$ cat config.mk
export PLATFORM = sky130hd
export DESIGN_NAME = primality_test_u64
export DESIGN_NICKNAME = d
export VERILOG_FILES = /design/src/rtl/pt64_pkg.sv /design/src/rtl/pt64_modmul.sv /design/src/rtl/primality_test_u64.sv
export VERILOG_INCLUDE_DIRS = /design/src /design/src/rtl
export SDC_FILE = /design/constraint.sdc
export NUM_CORES = 2
export LEC_CHECK = 0
export ABC_AREA = 0
export BUFFER_PORTS_ARGS = -buffer_cell sky130_fd_sc_hd__buf_2
export CORE_UTILIZATION = 55
export CTS_CLUSTER_DIAMETER = 150
export DETAILED_ROUTE_END_ITERATION = 6
export MAX_ROUTING_LAYER = met4
export PLACE_DENSITY = 0.69
export SLEW_MARGIN = 20
export SYNTH_ARGS = -nofsm -noshare
export SYNTH_HDL_FRONTEND = slang
export SYNTH_SLANG_ARGS = --single-unit
$ cat constraint.sdc
create_clock -name clk_i -period 8 [get_ports clk_i]
set_input_delay 1.6 -clock clk_i [delete_from_list [all_inputs] [get_ports clk_i]]
set_output_delay 1.6 -clock clk_i [all_outputs]
set_load 0.01 [all_outputs]
$ cat src/rtl/primality_test_u64_assert.svh
// Assertion macros shared by the primality test RTL files.
`ifndef PRIMALITY_TEST_U64_ASSERT_SVH
`define PRIMALITY_TEST_U64_ASSERT_SVH
`ifndef NO_ASSERTIONS
// Same-cycle implication, disabled while reset is asserted.
`define PT64_ASSERT_IMP(lbl, clk, rstn, ante, cons) \
  lbl: assert property (@(posedge clk) disable iff (!rstn) (ante) |-> (cons)) \
    else $error("pt64 assertion failed");
// Next-cycle implication, disabled while reset is asserted.
`define PT64_ASSERT_NXT(lbl, clk, rstn, ante, cons) \
  lbl: assert property (@(posedge clk) disable iff (!rstn) (ante) |=> (cons)) \
    else $error("pt64 assertion failed");
`else
`define PT64_ASSERT_IMP(lbl, clk, rstn, ante, cons)
`define PT64_ASSERT_NXT(lbl, clk, rstn, ante, cons)
`endif
`endif

$ cat src/rtl/pt64_pkg.sv
// Types and constants shared by the primality test modules.
`default_nettype none

package pt64_pkg;

  localparam int WORD_W        = 64;
  localparam int TRIAL_COUNT   = 12;
  localparam int WITNESS_COUNT = 7;
  localparam int PRIME_W       = 6;
  localparam int SHIFT_W       = 6;
  localparam int BASE_IDX_W    = 3;

  localparam logic [PRIME_W-1:0] TRIAL_PRIME [TRIAL_COUNT] = '{
    6'd2, 6'd3, 6'd5, 6'd7, 6'd11, 6'd13, 6'd17, 6'd19, 6'd23, 6'd29, 6'd31, 6'd37
  };

  localparam logic [WORD_W-1:0] WITNESS_BASE [WITNESS_COUNT] = '{
    64'd2, 64'd325, 64'd9375, 64'd28178, 64'd450775, 64'd9780504, 64'd1795265022
  };

  typedef enum logic [3:0] {
    S_IDLE,
    S_TRIAL,
    S_SMALL,
    S_SPLIT,
    S_BASE,
    S_RED_W,
    S_POW,
    S_PMUL_W,
    S_POW_SQ,
    S_PSQ_W,
    S_CHK,
    S_LOOP,
    S_SQ_W,
    S_NEXT,
    S_DONE
  } pt_state_e;

  typedef enum logic [1:0] {
    MM_IDLE,
    MM_ADD,
    MM_DBL
  } mm_state_e;

  typedef struct packed {
    logic              go;
    logic [WORD_W-1:0] a;
    logic [WORD_W-1:0] b;
  } mm_req_t;

  typedef struct packed {
    logic              busy;
    logic              done;
    logic [WORD_W-1:0] product;
  } mm_rsp_t;

endpackage

`default_nettype wire

$ cat src/rtl/pt64_modmul.sv
// Add-and-double modular multiplier built around one 64-bit modular adder.
`default_nettype none
`include "primality_test_u64_assert.svh"

module pt64_modmul
  import pt64_pkg::*;
(
  input  wire logic              clk_i,
  input  wire logic              rst_ni,
  input  wire logic [WORD_W-1:0] n_i,
  input  wire mm_req_t           req_i,
  output mm_rsp_t                rsp_o
);

  mm_state_e         state_q, state_d;
  logic [WORD_W-1:0] x_q, x_d;
  logic [WORD_W-1:0] y_q, y_d;
  logic [WORD_W-1:0] acc_q, acc_d;

  logic              use_acc;
  logic [WORD_W-1:0] add_p;
  logic [WORD_W:0]   add_sum;
  logic [WORD_W:0]   add_dif;
  logic [WORD_W-1:0] add_res;

  // Shared modular adder: (p + x) mod n for p, x below n.
  assign use_acc = (state_q == MM_ADD) && y_q[0];
  assign add_p   = use_acc ? acc_q : x_q;
  assign add_sum = {1'b0, add_p} + {1'b0, x_q};
  assign add_dif = add_sum - {1'b0, n_i};
  assign add_res = (add_sum >= {1'b0, n_i}) ? add_dif[WORD_W-1:0] : add_sum[WORD_W-1:0];

  always_comb begin
    state_d = state_q;
    case (state_q)
      MM_IDLE: begin
        if (req_i.go) state_d = MM_ADD;
      end
      MM_ADD: begin
        if (y_q == '0) begin
          state_d = MM_IDLE;
        end else if (y_q[0]) begin
          state_d = MM_DBL;
        end
      end
      MM_DBL: state_d = MM_ADD;
      default: state_d = MM_IDLE;
    endcase
  end

  always_comb begin
    x_d   = x_q;
    y_d   = y_q;
    acc_d = acc_q;
    case (state_q)
      MM_IDLE: begin
        if (req_i.go) begin
          x_d   = req_i.a;
          y_d   = req_i.b;
          acc_d = '0;
        end
      end
      MM_ADD: begin
        if (y_q != '0) begin
          if (y_q[0]) begin
            acc_d = add_res;
          end else begin
            // no add for a clear bit: double straight away
            x_d = add_res;
            y_d = {1'b0, y_q[WORD_W-1:1]};
          end
        end
      end
      MM_DBL: begin
        x_d = add_res;
        y_d = {1'b0, y_q[WORD_W-1:1]};
      end
      default: ;
    endcase
  end

  always_comb begin
    rsp_o.busy    = (state_q != MM_IDLE);
    rsp_o.done    = (state_q == MM_ADD) && (y_q == '0);
    rsp_o.product = acc_q;
  end

  always_ff @(posedge clk_i or negedge rst_ni) begin
    if (!rst_ni) begin
      state_q <= MM_IDLE;
    end else begin
      state_q <= state_d;
    end
  end

  always_ff @(posedge clk_i) begin
    x_q   <= x_d;
    y_q   <= y_d;
    acc_q <= acc_d;
  end

  `PT64_ASSERT_IMP(a_mm_acc_reduced, clk_i, rst_ni, state_q != MM_IDLE, acc_q < n_i)
  `PT64_ASSERT_IMP(a_mm_x_reduced, clk_i, rst_ni, state_q != MM_IDLE, x_q < n_i)
  `PT64_ASSERT_NXT(a_mm_done_idle, clk_i, rst_ni, rsp_o.done, state_q == MM_IDLE)

endmodule

`default_nettype wire

$ cat src/rtl/primality_test_u64.sv
// Top level of the deterministic 64-bit Miller-Rabin primality test.
// A candidate that the twelve-prime trial sweep settles ends there; otherwise the test runs
// up to seven bases (~128 modular products each).
// Each product adds and doubles, bit by bit, on the single 64-bit modular adder.
// Throughput: one candidate at a time; busy stays high until the strobe cycle ends.
// Reset (rst_ni, asynchronous, active low) returns the sequencer to idle and drops any test.
// The result is shown for one cycle on done_o and is_prime_o; the receiver cannot stall.
`default_nettype none
`include "primality_test_u64_assert.svh"

module primality_test_u64
  import pt64_pkg::*;
(
  input  wire logic              clk_i,
  input  wire logic              rst_ni,
  input  wire logic              start,
  input  wire logic [WORD_W-1:0] candidate_i,
  output logic                   busy,
  output logic                   done_o,
  output logic                   is_prime_o
);

  pt_state_e state_q, state_d;

  // Candidate and its decrement, held for the whole test
  logic [WORD_W-1:0]     n_q, n_d;
  logic [WORD_W-1:0]     nm1_q, nm1_d;

  // n - 1 = d * 2^s
  logic [WORD_W-1:0]     d_q, d_d;
  logic [SHIFT_W-1:0]    s_q, s_d;

  // Exponentiation registers: remaining exponent, running square, running product
  logic [WORD_W-1:0]     e_q, e_d;
  logic [WORD_W-1:0]     xb_q, xb_d;
  logic [WORD_W-1:0]     acc_q, acc_d;
  logic [SHIFT_W-1:0]    k_q, k_d;
  logic [BASE_IDX_W-1:0] base_idx_q, base_idx_d;

  // Trial sweep: one residue lane per small prime, fed one candidate bit per cycle
  logic [SHIFT_W-1:0]    bit_cnt_q, bit_cnt_d;
  logic [PRIME_W-1:0]    res_q [TRIAL_COUNT];
  logic [PRIME_W-1:0]    res_d [TRIAL_COUNT];

  logic                  verdict_q, verdict_d;

  logic                  is_small_prime;
  logic                  any_zero;
  logic                  below_two;
  logic                  last_base;
  logic                  k_below_s;

  mm_req_t               mm_req;
  mm_rsp_t               mm_rsp;

  pt64_modmul u_modmul (
    .clk_i  (clk_i),
    .rst_ni (rst_ni),
    .n_i    (n_q),
    .req_i  (mm_req),
    .rsp_o  (mm_rsp)
  );

  // Decide the small cases once the sweep is over
  always_comb begin
    is_small_prime = 1'b0;
    any_zero       = 1'b0;
    for (int i = 0; i < TRIAL_COUNT; i++) begin
      if (n_q == {{(WORD_W-PRIME_W){1'b0}}, TRIAL_PRIME[i]}) is_small_prime = 1'b1;
      if (res_q[i] == '0) any_zero = 1'b1;
    end
  end

  assign below_two = (n_q[WORD_W-1:1] == '0);
  assign last_base = (base_idx_q == BASE_IDX_W'(WITNESS_COUNT - 1));
  assign k_below_s = (k_q < s_q);

  // Next residue per lane: r = (2r + bit) mod p, one conditional subtract
  always_comb begin
    logic [PRIME_W:0] t;
    for (int i = 0; i < TRIAL_COUNT; i++) begin
      t = {res_q[i], n_q[bit_cnt_q]};
      if (t >= {1'b0, TRIAL_PRIME[i]}) t = t - {1'b0, TRIAL_PRIME[i]};
      res_d[i] = t[PRIME_W-1:0];
    end
  end

  // Next state
  always_comb begin
    state_d = state_q;
    case (state_q)
      S_IDLE: begin
        if (start) state_d = S_TRIAL;
      end
      S_TRIAL: begin
        if (bit_cnt_q == '0) state_d = S_SMALL;
      end
      S_SMALL: begin
        if (below_two || is_small_prime || any_zero) begin
          state_d = S_DONE;
        end else begin
          state_d = S_SPLIT;
        end
      end
      S_SPLIT: begin
        if (d_q[0]) state_d = S_BASE;
      end
      S_BASE: state_d = S_RED_W;
      S_RED_W: begin
        if (mm_rsp.done) begin
          // a base that the candidate divides is skipped
          state_d = (mm_rsp.product == '0) ? S_NEXT : S_POW;
        end
      end
      S_POW: begin
        if (e_q == '0) begin
          state_d = S_CHK;
        end else if (e_q[0]) begin
          state_d = S_PMUL_W;
        end else begin
          state_d = S_POW_SQ;
        end
      end
      S_PMUL_W: begin
        if (mm_rsp.done) state_d = S_POW_SQ;
      end
      S_POW_SQ: begin
        state_d = (e_q[WORD_W-1:1] != '0) ? S_PSQ_W : S_POW;
      end
      S_PSQ_W: begin
        if (mm_rsp.done) state_d = S_POW;
      end
      S_CHK: begin
        if ((acc_q == {{(WORD_W-1){1'b0}}, 1'b1}) || (acc_q == nm1_q)) begin
          state_d = S_NEXT;
        end else begin
          state_d = S_LOOP;
        end
      end
      S_LOOP: begin
        state_d = k_below_s ? S_SQ_W : S_DONE;
      end
      S_SQ_W: begin
        if (mm_rsp.done) state_d = (mm_rsp.product == nm1_q) ? S_NEXT : S_LOOP;
      end
      S_NEXT: begin
        state_d = last_base ? S_DONE : S_BASE;
      end
      S_DONE: state_d = S_IDLE;
      default: state_d = S_IDLE;
    endcase
  end

  // Datapath register updates
  always_comb begin
    n_d        = n_q;
    nm1_d      = nm1_q;
    d_d        = d_q;
    s_d        = s_q;
    e_d        = e_q;
    xb_d       = xb_q;
    acc_d      = acc_q;
    k_d        = k_q;
    base_idx_d = base_idx_q;
    bit_cnt_d  = bit_cnt_q;
    verdict_d  = verdict_q;
    case (state_q)
      S_IDLE: begin
        if (start) begin
          n_d       = candidate_i;
          bit_cnt_d = '1;
        end
      end
      S_TRIAL: begin
        bit_cnt_d = bit_cnt_q - SHIFT_W'(1);
      end
      S_SMALL: begin
        // below two or a small divisor gives composite; a small prime itself gives prime
        verdict_d  = is_small_prime;
        nm1_d      = n_q - WORD_W'(1);
        d_d        = n_q - WORD_W'(1);
        s_d        = '0;
        base_idx_d = '0;
      end
      S_SPLIT: begin
        if (!d_q[0]) begin
          d_d = {1'b0, d_q[WORD_W-1:1]};
          s_d = s_q + SHIFT_W'(1);
        end
      end
      S_RED_W: begin
        if (mm_rsp.done) begin
          xb_d  = mm_rsp.product;
          acc_d = WORD_W'(1);
          e_d   = d_q;
        end
      end
      S_PMUL_W: begin
        if (mm_rsp.done) acc_d = mm_rsp.product;
      end
      S_POW_SQ: begin
        e_d = {1'b0, e_q[WORD_W-1:1]};
      end
      S_PSQ_W: begin
        if (mm_rsp.done) xb_d = mm_rsp.product;
      end
      S_CHK: begin
        k_d = SHIFT_W'(1);
      end
      S_LOOP: begin
        if (!k_below_s) verdict_d = 1'b0;
      end
      S_SQ_W: begin
        if (mm_rsp.done) begin
          acc_d = mm_rsp.product;
          k_d   = k_q + SHIFT_W'(1);
        end
      end
      S_NEXT: begin
        if (last_base) begin
          verdict_d = 1'b1;
        end else begin
          base_idx_d = base_idx_q + BASE_IDX_W'(1);
        end
      end
      default: ;
    endcase
  end

  // Outputs and multiplier requests
  always_comb begin
    busy       = (state_q != S_IDLE);
    done_o     = (state_q == S_DONE);
    is_prime_o = verdict_q;
    mm_req.go  = 1'b0;
    mm_req.a   = acc_q;
    mm_req.b   = xb_q;
    case (state_q)
      S_BASE: begin
        // reduce the base: 1 * base mod n
        mm_req.go = 1'b1;
        mm_req.a  = WORD_W'(1);
        mm_req.b  = WITNESS_BASE[base_idx_q];
      end
      S_POW: begin
        mm_req.go = (e_q != '0) && e_q[0];
        mm_req.a  = acc_q;
        mm_req.b  = xb_q;
      end
      S_POW_SQ: begin
        mm_req.go = (e_q[WORD_W-1:1] != '0);
        mm_req.a  = xb_q;
        mm_req.b  = xb_q;
      end
      S_LOOP: begin
        mm_req.go = k_below_s;
        mm_req.a  = acc_q;
        mm_req.b  = acc_q;
      end
      default: ;
    endcase
  end

  always_ff @(posedge clk_i or negedge rst_ni) begin
    if (!rst_ni) begin
      state_q   <= S_IDLE;
      verdict_q <= 1'b0;
    end else begin
      state_q   <= state_d;
      verdict_q <= verdict_d;
    end
  end

  always_ff @(posedge clk_i) begin
    n_q        <= n_d;
    nm1_q      <= nm1_d;
    d_q        <= d_d;
    s_q        <= s_d;
    e_q        <= e_d;
    xb_q       <= xb_d;
    acc_q      <= acc_d;
    k_q        <= k_d;
    base_idx_q <= base_idx_d;
    bit_cnt_q  <= bit_cnt_d;
    if (state_q == S_IDLE) begin
      for (int i = 0; i < TRIAL_COUNT; i++) res_q[i] <= '0;
    end else if (state_q == S_TRIAL) begin
      for (int i = 0; i < TRIAL_COUNT; i++) res_q[i] <= res_d[i];
    end
  end

  `PT64_ASSERT_NXT(a_done_to_idle, clk_i, rst_ni, done_o, !busy)
  `PT64_ASSERT_IMP(a_req_when_free, clk_i, rst_ni, mm_req.go, !mm_rsp.busy)
  `PT64_ASSERT_IMP(a_done_in_wait, clk_i, rst_ni, mm_rsp.done, (state_q == S_RED_W) || (state_q == S_PMUL_W) || (state_q == S_PSQ_W) || (state_q == S_SQ_W))
  `PT64_ASSERT_NXT(a_accept_busy, clk_i, rst_ni, start && !busy, busy)

endmodule

`default_nettype wire

After elaboration in Yosys (flattened, before gate mapping)

Memory sizes are Yosys's and may differ from the RTL's.
Index checks and enable logic that the tools add are counted.

Bitwise gates (word level): 13
Add/sub/neg operators: 19
Reduce and logical (&&, ||, !) cells: 54
Shifts and indexed selects: 0
Multiplexer cells: 111
$mul: 0
$lt $le $gt $ge: 16
Eq/ne operators: 49
Divide/modulo/power cells: 0

Operator list:

| kind                                                                  | number |
|---|---|
| 64-bit 2-to-1 mux                                                     | 17 |
| 129-bit one-hot mux with 4 select lines                               | 1 |
| 64-bit one-hot mux with 2 select lines                                | 4 |
| 64-bit one-hot mux with 3 select lines                                | 2 |
| 64-bit by 5-bit == test with 1-bit output (second input constant)     | 5 |
| 64-bit logical NOT                                                    | 3 |
| 6-bit 2-to-1 mux                                                      | 27 |
| 64-bit by 2-bit == test with 1-bit output (second input constant)     | 2 |
| 64-bit by 3-bit == test with 1-bit output (second input constant)     | 2 |
| 64-bit by 4-bit == test with 1-bit output (second input constant)     | 2 |
| 64-bit == test                                                        | 2 |
| 64-bit nonzero test                                                   | 2 |
| 6-bit logical NOT                                                     | 13 |
| 64-bit by 64-bit adder with 65-bit output                             | 1 |
| 65-bit by 64-bit greater-or-equal comparator with 1-bit output        | 1 |
| 64-bit by 1-bit == test with 1-bit output (second input constant)     | 1 |
| 64-bit by 6-bit == test with 1-bit output (second input constant)     | 1 |
| 64-bit by 1-bit subtractor with 64-bit output (second input constant) | 1 |
| 64-bit subtractor                                                     | 1 |
| 63-bit logical NOT                                                    | 1 |
| 63-bit nonzero test                                                   | 1 |
| 4-bit one-hot mux with 14 select lines                                | 1 |
| 4-bit 2-to-1 mux                                                      | 13 |
| 6-bit one-hot mux with 2 select lines                                 | 3 |
| other kinds (47)                                                      | 155 |

Bits in latches: 0
Bits in writable memories: 72
Word-level logic and storage cells: 282
Memories kept: 2
Input bits: 67
Register bits: 604
Bits in read-only memories: 512
Output and inout port bits: 3

Memories:

| memory           | words | bits a word | read ports | clocked after memory_dff | write ports | line                      | RTL |
|---|---|---|---|---|---|---|---|
| (name not given) | 8     | 64          | 1          | 0                        | 0           | primality_test_u64.sv:243 | `mm_req.b = WITNESS_BASE[base_idx_q];` |
| res_q            | 12    | 6           | 12         | 0                        | 12          | primality_test_u64.sv:42  | `logic [PRIME_W-1:0] res_q [TRIAL_COUNT];` |

Longest topological paths before layout

Depth in word-level cells: 17
Gate-level depth with buffers: 33
Gate-level depth less buffers: 28

Cells and area by module

A second synthesis with hierarchy kept.

Cells, all modules: 3,991
Area total of the unflattened synthesis: 42,449.5 um^2

By module, submodules not included:

| module             | cells an instance | seq. area each (um^2) | area each (um^2) | times used |
|---|---|---|---|---|
| primality_test_u64 | 2,103             | 14,448.9              | 25,519.5         | 1 |
| pt64_modmul        | 1,888             | 5,815.6               | 16,930.0         | 1 |

Worst setup path before layout

Ideal clock, no wire load.

Path kind: reg2reg
From: reg state_q[3]
To: reg d_q[10] (enable)
Data arrival time: 6.233 ns
Library setup time: 0.592 ns
Clock period less this slack: 6.825 ns
Required time: 7.408 ns
Stages on the path, launching flop included: 7
Path buffers: 3
Setup slack: 1.175 ns
Path through: dfrtp_1 clkbuf_1 nor2_1 nand3_1 clkbuf_1 clkbuf_1 o21ai_0

Longest elaborated chain between the ends: 3
Elaborated cells between the ends (all ways): 5
Those cells by class: eq/ne (3); reduce/logical (2)

Ends and longest elaborated chain:

| element                                                                             | line                      | RTL |
|---|---|---|
| start: declaration                                                                  | primality_test_u64.sv:23  | `pt_state_e state_q, state_d;` |
| start signal: assignment                                                            | primality_test_u64.sv:269 | `state_q <= state_d;` |
| 4-bit by 2-bit == test with 1-bit output                                            | primality_test_u64.sv:167 | `case (state_q)` |
| 2-bit inequality test (no source line) / 2-bit nonzero test (equally long branches) | -                         |  |
| 2-bit AND reduction (no source line) (*)                                            | -                         |  |
| end signal: assignment                                                              | primality_test_u64.sv:277 | `d_q <= d_d;` |
| end: declaration                                                                    | primality_test_u64.sv:30  | `logic [WORD_W-1:0] d_q, d_d;` |

Mark *: on every way between the ends. The rest lies on a longest branch, timed or not.
A chain may end at the register's enable or synchronous reset.

Worst setup path after layout

From: reg u_modmul.state_q[1]
To: reg u_modmul.x_q[62], data pin

Longest elaborated chain between the ends: 9
Elaborated cells between the ends (all ways): 12
Those cells by class: add/sub (2); order compare (1); eq/ne (2); mux (5); reduce/logical (2)

Ends and longest elaborated chain:

| element                                                                                                    | line                                 | RTL |
|---|---|---|
| start: declaration                                                                                         | pt64_modmul.sv:15                    | `mm_state_e state_q, state_d;` |
| start signal: assignment                                                                                   | pt64_modmul.sv:92                    | `state_q <= state_d;` |
| 2-bit by 1-bit == test with 1-bit output                                                                   | pt64_modmul.sv:27, pt64_modmul.sv:55 |  |
| 1-bit logical AND                                                                                          | pt64_modmul.sv:27                    | `assign use_acc = (state_q == MM_ADD) && y_q[0];` |
| 64-bit 2-to-1 mux                                                                                          | pt64_modmul.sv:28                    | `assign add_p = use_acc ? acc_q : x_q;` |
| 64-bit by 64-bit adder with 65-bit output                                                                  | pt64_modmul.sv:29                    | `assign add_sum = {1'b0, add_p} + {1'b0, x_q};` |
| 64-bit subtractor / 65-bit by 64-bit greater-or-equal comparator with 1-bit output (equally long branches) | pt64_modmul.sv:30, pt64_modmul.sv:31 |  |
| 64-bit 2-to-1 mux                                                                                          | pt64_modmul.sv:31                    | `assign add_res = (add_sum >= {1'b0, n_i}) ? add_dif[WORD_W-1:0] : add_sum[WORD_W-1:0];` |
| 64-bit 2-to-1 mux                                                                                          | pt64_modmul.sv:65                    | `if (y_q[0]) begin` |
| 64-bit 2-to-1 mux                                                                                          | pt64_modmul.sv:64                    | `if (y_q != '0) begin` |
| 64-bit one-hot mux with 3 select lines (*)                                                                 | pt64_modmul.sv:55                    | `case (state_q)` |
| via u_modmul.x_d[62]                                                                                       | pt64_modmul.sv:16                    | `logic [WORD_W-1:0] x_q, x_d;` |
| end signal: assignment                                                                                     | pt64_modmul.sv:97                    | `x_q <= x_d;` |
| end: declaration                                                                                           | pt64_modmul.sv:16                    |  |

The timed path passes the listed nets; every way through them passes the cells marked *. The select of a mux whose other input is x is not followed.

==> impl_summary.log <==
INFO  metric synthArstFlopShare = 0.0104
INFO  metric criticalPathCategory = reg2reg
INFO  metric layout.filler_cells = 6,210
INFO  metric layout.cells.most_common_list = sky130_fd_sc_hd__edfxtp_1, sky130_fd_sc_hd__nand2_1, sky130_fd_sc_hd__nor2_1
INFO  metric setup.worst_path.start_class = flip-flop
INFO  metric post_drt_wl_per_cell = 28.5 µm
INFO  metric worst-path-max-fanout = 39
INFO  metric finalWorstSetupSlack = 0.337 ns
INFO  metric cts_tree = yes
INFO  metric vias = 34,300
INFO  metric timing.max_slew.rel_slack = 0.185
INFO  metric grt_max_degree = 87
INFO  metric ios = 70
INFO  metric drv.max_cap_violation_count = 0
INFO  metric floorplan.core_area = 74,400 µm²
INFO  metric synth_area = 41,400 µm²
INFO  metric finalHoldViolCount = 0
INFO  metric drt.antenna.violating_nets = 0
INFO  metric antenna_found_initial = 9
INFO  metric hpwl = 112,000 µm
INFO  metric synth_sequential_area_ratio = 0.490
INFO  metric grt_pass1_wl = 213,000 µm
INFO  metric timing.final.crit_share = 0.958
INFO  metric path_common_cell = sky130_fd_sc_hd__buf_4
INFO  metric yosys_warning_total = 0
INFO  metric path_buf_inv = 6
INFO  metric hp-start = e_q[48]
INFO  metric clockBufferDepth = 3
INFO  metric crit_start = u_modmul.state_q[1]
INFO  metric die_area = 76,300 µm²
INFO  metric wirelength = 147,000 µm
INFO  metric synth_cell_types = 78
INFO  metric cts-hold-fix-buffers = 0
INFO  metric timing.critical_path.to_type = flip-flop
INFO  metric dpl_ws = 0.140 ns
INFO  metric setup_tns = 0 ns
INFO  metric cpLargestDelayFamily = compound AO/OA/AOI/OAI gates
INFO  metric cts-root-buf = sky130_fd_sc_hd__clkbuf_16
INFO  metric final_layout_size_suffix_gt1_frac = 0.103
INFO  metric detail_route.iter0.violations = 5,199
INFO  metric synthesis.instances = 4,101
INFO  metric final.setup_skew = 0.0209 ns
INFO  metric numPortBuffers = a little under 70
INFO  metric first_global_vias = 31,700
INFO  metric ys_dominant_reg_cell = sky130_fd_sc_hd__edfxtp_1
INFO  metric grtUsageTotal = 0.390
INFO  metric die_x = 276 µm
INFO  metric timing.critical_path.arrival = 7.99 ns
INFO  metric cts.repair.resized = 0
INFO  metric cpPeakStageDelay = 0.49 ns
INFO  metric timing.hold.worst.class = reg2reg
INFO  metric clock_latency_at_the_later_pin_of_the_worst_skew_pair = 0.64 ns
INFO  metric start_util = 0.556
INFO  metric maxSlewViolCount = 0
INFO  metric routabilityCongestion = 1.04
INFO  metric postCtsSetupBuffers = 0
INFO  metric commonest_non_fill_non_tap_cell_in_the_layout = sky130_fd_sc_hd__edfxtp_1
INFO  metric vias_per_cell = 6.65
INFO  metric outcome = completed
INFO  metric peak_clock_frequency_supported_by_timing = around 130 MHz
INFO  metric unrepaired_setup_endpoints_after_global_routing = no
INFO  metric synth.ff_latch_count = roughly 680
INFO  metric nNetsFinal = 4,379
INFO  metric synth.avg_cell_area = 10.1 µm²
INFO  metric mappedNetlistNets = about 4,300
INFO  metric clk_pin_slew_worst_paths = 0.06 ns
INFO  metric chipHeight = 276 µm
INFO  metric setup_violations = 0
INFO  metric grt_remaining_overflow = 0
INFO  metric rr_startpoint = u_modmul.state_q[1]
INFO  metric number_of_synthesized_flops_with_an_enable_pin = 669
INFO  metric first_pass_iters = 7
INFO  metric worst_ep_required_time = about 8.3 ns
INFO  metric areaGrowthSynthToFinish = 10.0%
INFO  metric fin_crit = about 7.7 ns
INFO  metric clock_sinks = slightly below 700
INFO  metric crit_slowest_cell = sky130_fd_sc_hd__a2111oi_2
INFO  metric cts_inserted_buffers = 76
INFO  metric worst_pin_slew = 1.21 ns
INFO  metric placementRows = 100
INFO  metric h-tree-depth = 3
INFO  metric post-route-drc-count = 0
metrics by stage:
stage / hold WS (ns) / area (µm²) / cells / util
after floorplan: 0.502 / 41400 / 4101 / -
after global placement: 0.518 / 43100 / 5026 / 0.578
after detailed placement: 0.529 / 43100 / 5027 / 0.579
after CTS: 0.537 / 45500 / 5161 / 0.611
after global routing: 0.564 / 45500 / 5166 / 0.612
final: 0.542 / 45500 / 5166 / 0.612
cells in the mapped netlist (66+ instances only):
cell type                  number  area share
sky130_fd_sc_hd__ha_1         173       0.052
sky130_fd_sc_hd__a21oi_1      300       0.036
sky130_fd_sc_hd__a21o_1        79       0.014
sky130_fd_sc_hd__nand2_1      513       0.047
sky130_fd_sc_hd__nand3_1       66      0.0080
sky130_fd_sc_hd__nor4_1       130       0.020
sky130_fd_sc_hd__inv_1        146       0.013
sky130_fd_sc_hd__xor2_1       187       0.040
sky130_fd_sc_hd__clkbuf_1     182       0.017
sky130_fd_sc_hd__nand4_1       73       0.011
sky130_fd_sc_hd__xnor2_1      165       0.035
sky130_fd_sc_hd__a22oi_1       91       0.017
sky130_fd_sc_hd__mux2_2        92       0.025
sky130_fd_sc_hd__nor2_1       369       0.033
sky130_fd_sc_hd__and3_1        87       0.013
sky130_fd_sc_hd__o21ai_0      202       0.024
sky130_fd_sc_hd__edfxtp_1     669        0.49
flip-flops by register name (all words and copies together) (netlist names):
name              cells
base_idx_q            3
u_modmul.x_q         64
d_q                  64
u_modmul.state_q      2
acc_q                64
xb_q                 64
is_prime_o            1
s_q                   6
n_q                  64
bit_cnt_q             6
e_q                  64
u_modmul.y_q         64
nm1_q                64
u_modmul.acc_q       64
res_q                72
k_q                   6
state_q               4
layout make-up:
| type | instances | area [µm²] | area share |
|---|---|---|---|
| clock inverter | 44 | 382 | 0.00838 |
| timing repair buffer | 167 | 1170 | 0.0256 |
| multi-input combinational | 3069 | 20000 | 0.438 |
| inverter | 147 | 552 | 0.0121 |
| antenna | 4 | 10.0 | 0.000220 |
| tap | 969 | 1210 | 0.0266 |
| clock buffer | 90 | 2000 | 0.0439 |
| sequential | 676 | 20300 | 0.445 |
path summary, 6_finish.rpt:
kind                                             to  slack (ns)  depth (start not counted)
max in group asynchronous                state_q[2]        7.02                          1
min in group asynchronous       u_modmul.state_q[0]        0.79                          1
worst min-delay path                        e_q[47]        0.54                          2
worst max register to register     u_modmul.x_q[62]        0.34                         30
worst min register to register              e_q[47]        0.54                          2
worst max-delay path               u_modmul.x_q[62]        0.34                         30
cells by family after synthesis:
family	Yosys count	share of synthesized area
xor+xnor	352	0.0745
compound gates	948	0.145
fa+ha+maj	175	0.0533
simple gates	1457	0.164
mux	137	0.0405
flops	676	0.490
buf+inv	356	0.0330
per-layer routing:
layer	up-vias	global-route usage	share of wire
li1	15200	-	-
met1	16600	0.548	0.41
met2	2186	0.545	0.42
met3	322	0.0792	0.12
met4	0	0.174	0.052
met5	-	-	0
worst register-to-register path, delay by kind of cell (launching register included):
| kind | cells | cell delay (ns) |
|---|---|---|
| xor+xnor | 2 | 0.67 |
| flops | 1 | 0.41 |
| buf+inv | 6 | 1.11 |
| fa+ha+maj | 3 | 0.91 |
| mux | 1 | 0.40 |
| compound gates | 12 | 2.82 |
| simple gates | 6 | 1.02 |
Power is not shown: default switching activity piles up to over one toggle a cycle in this logic, so the estimate is an artifact.
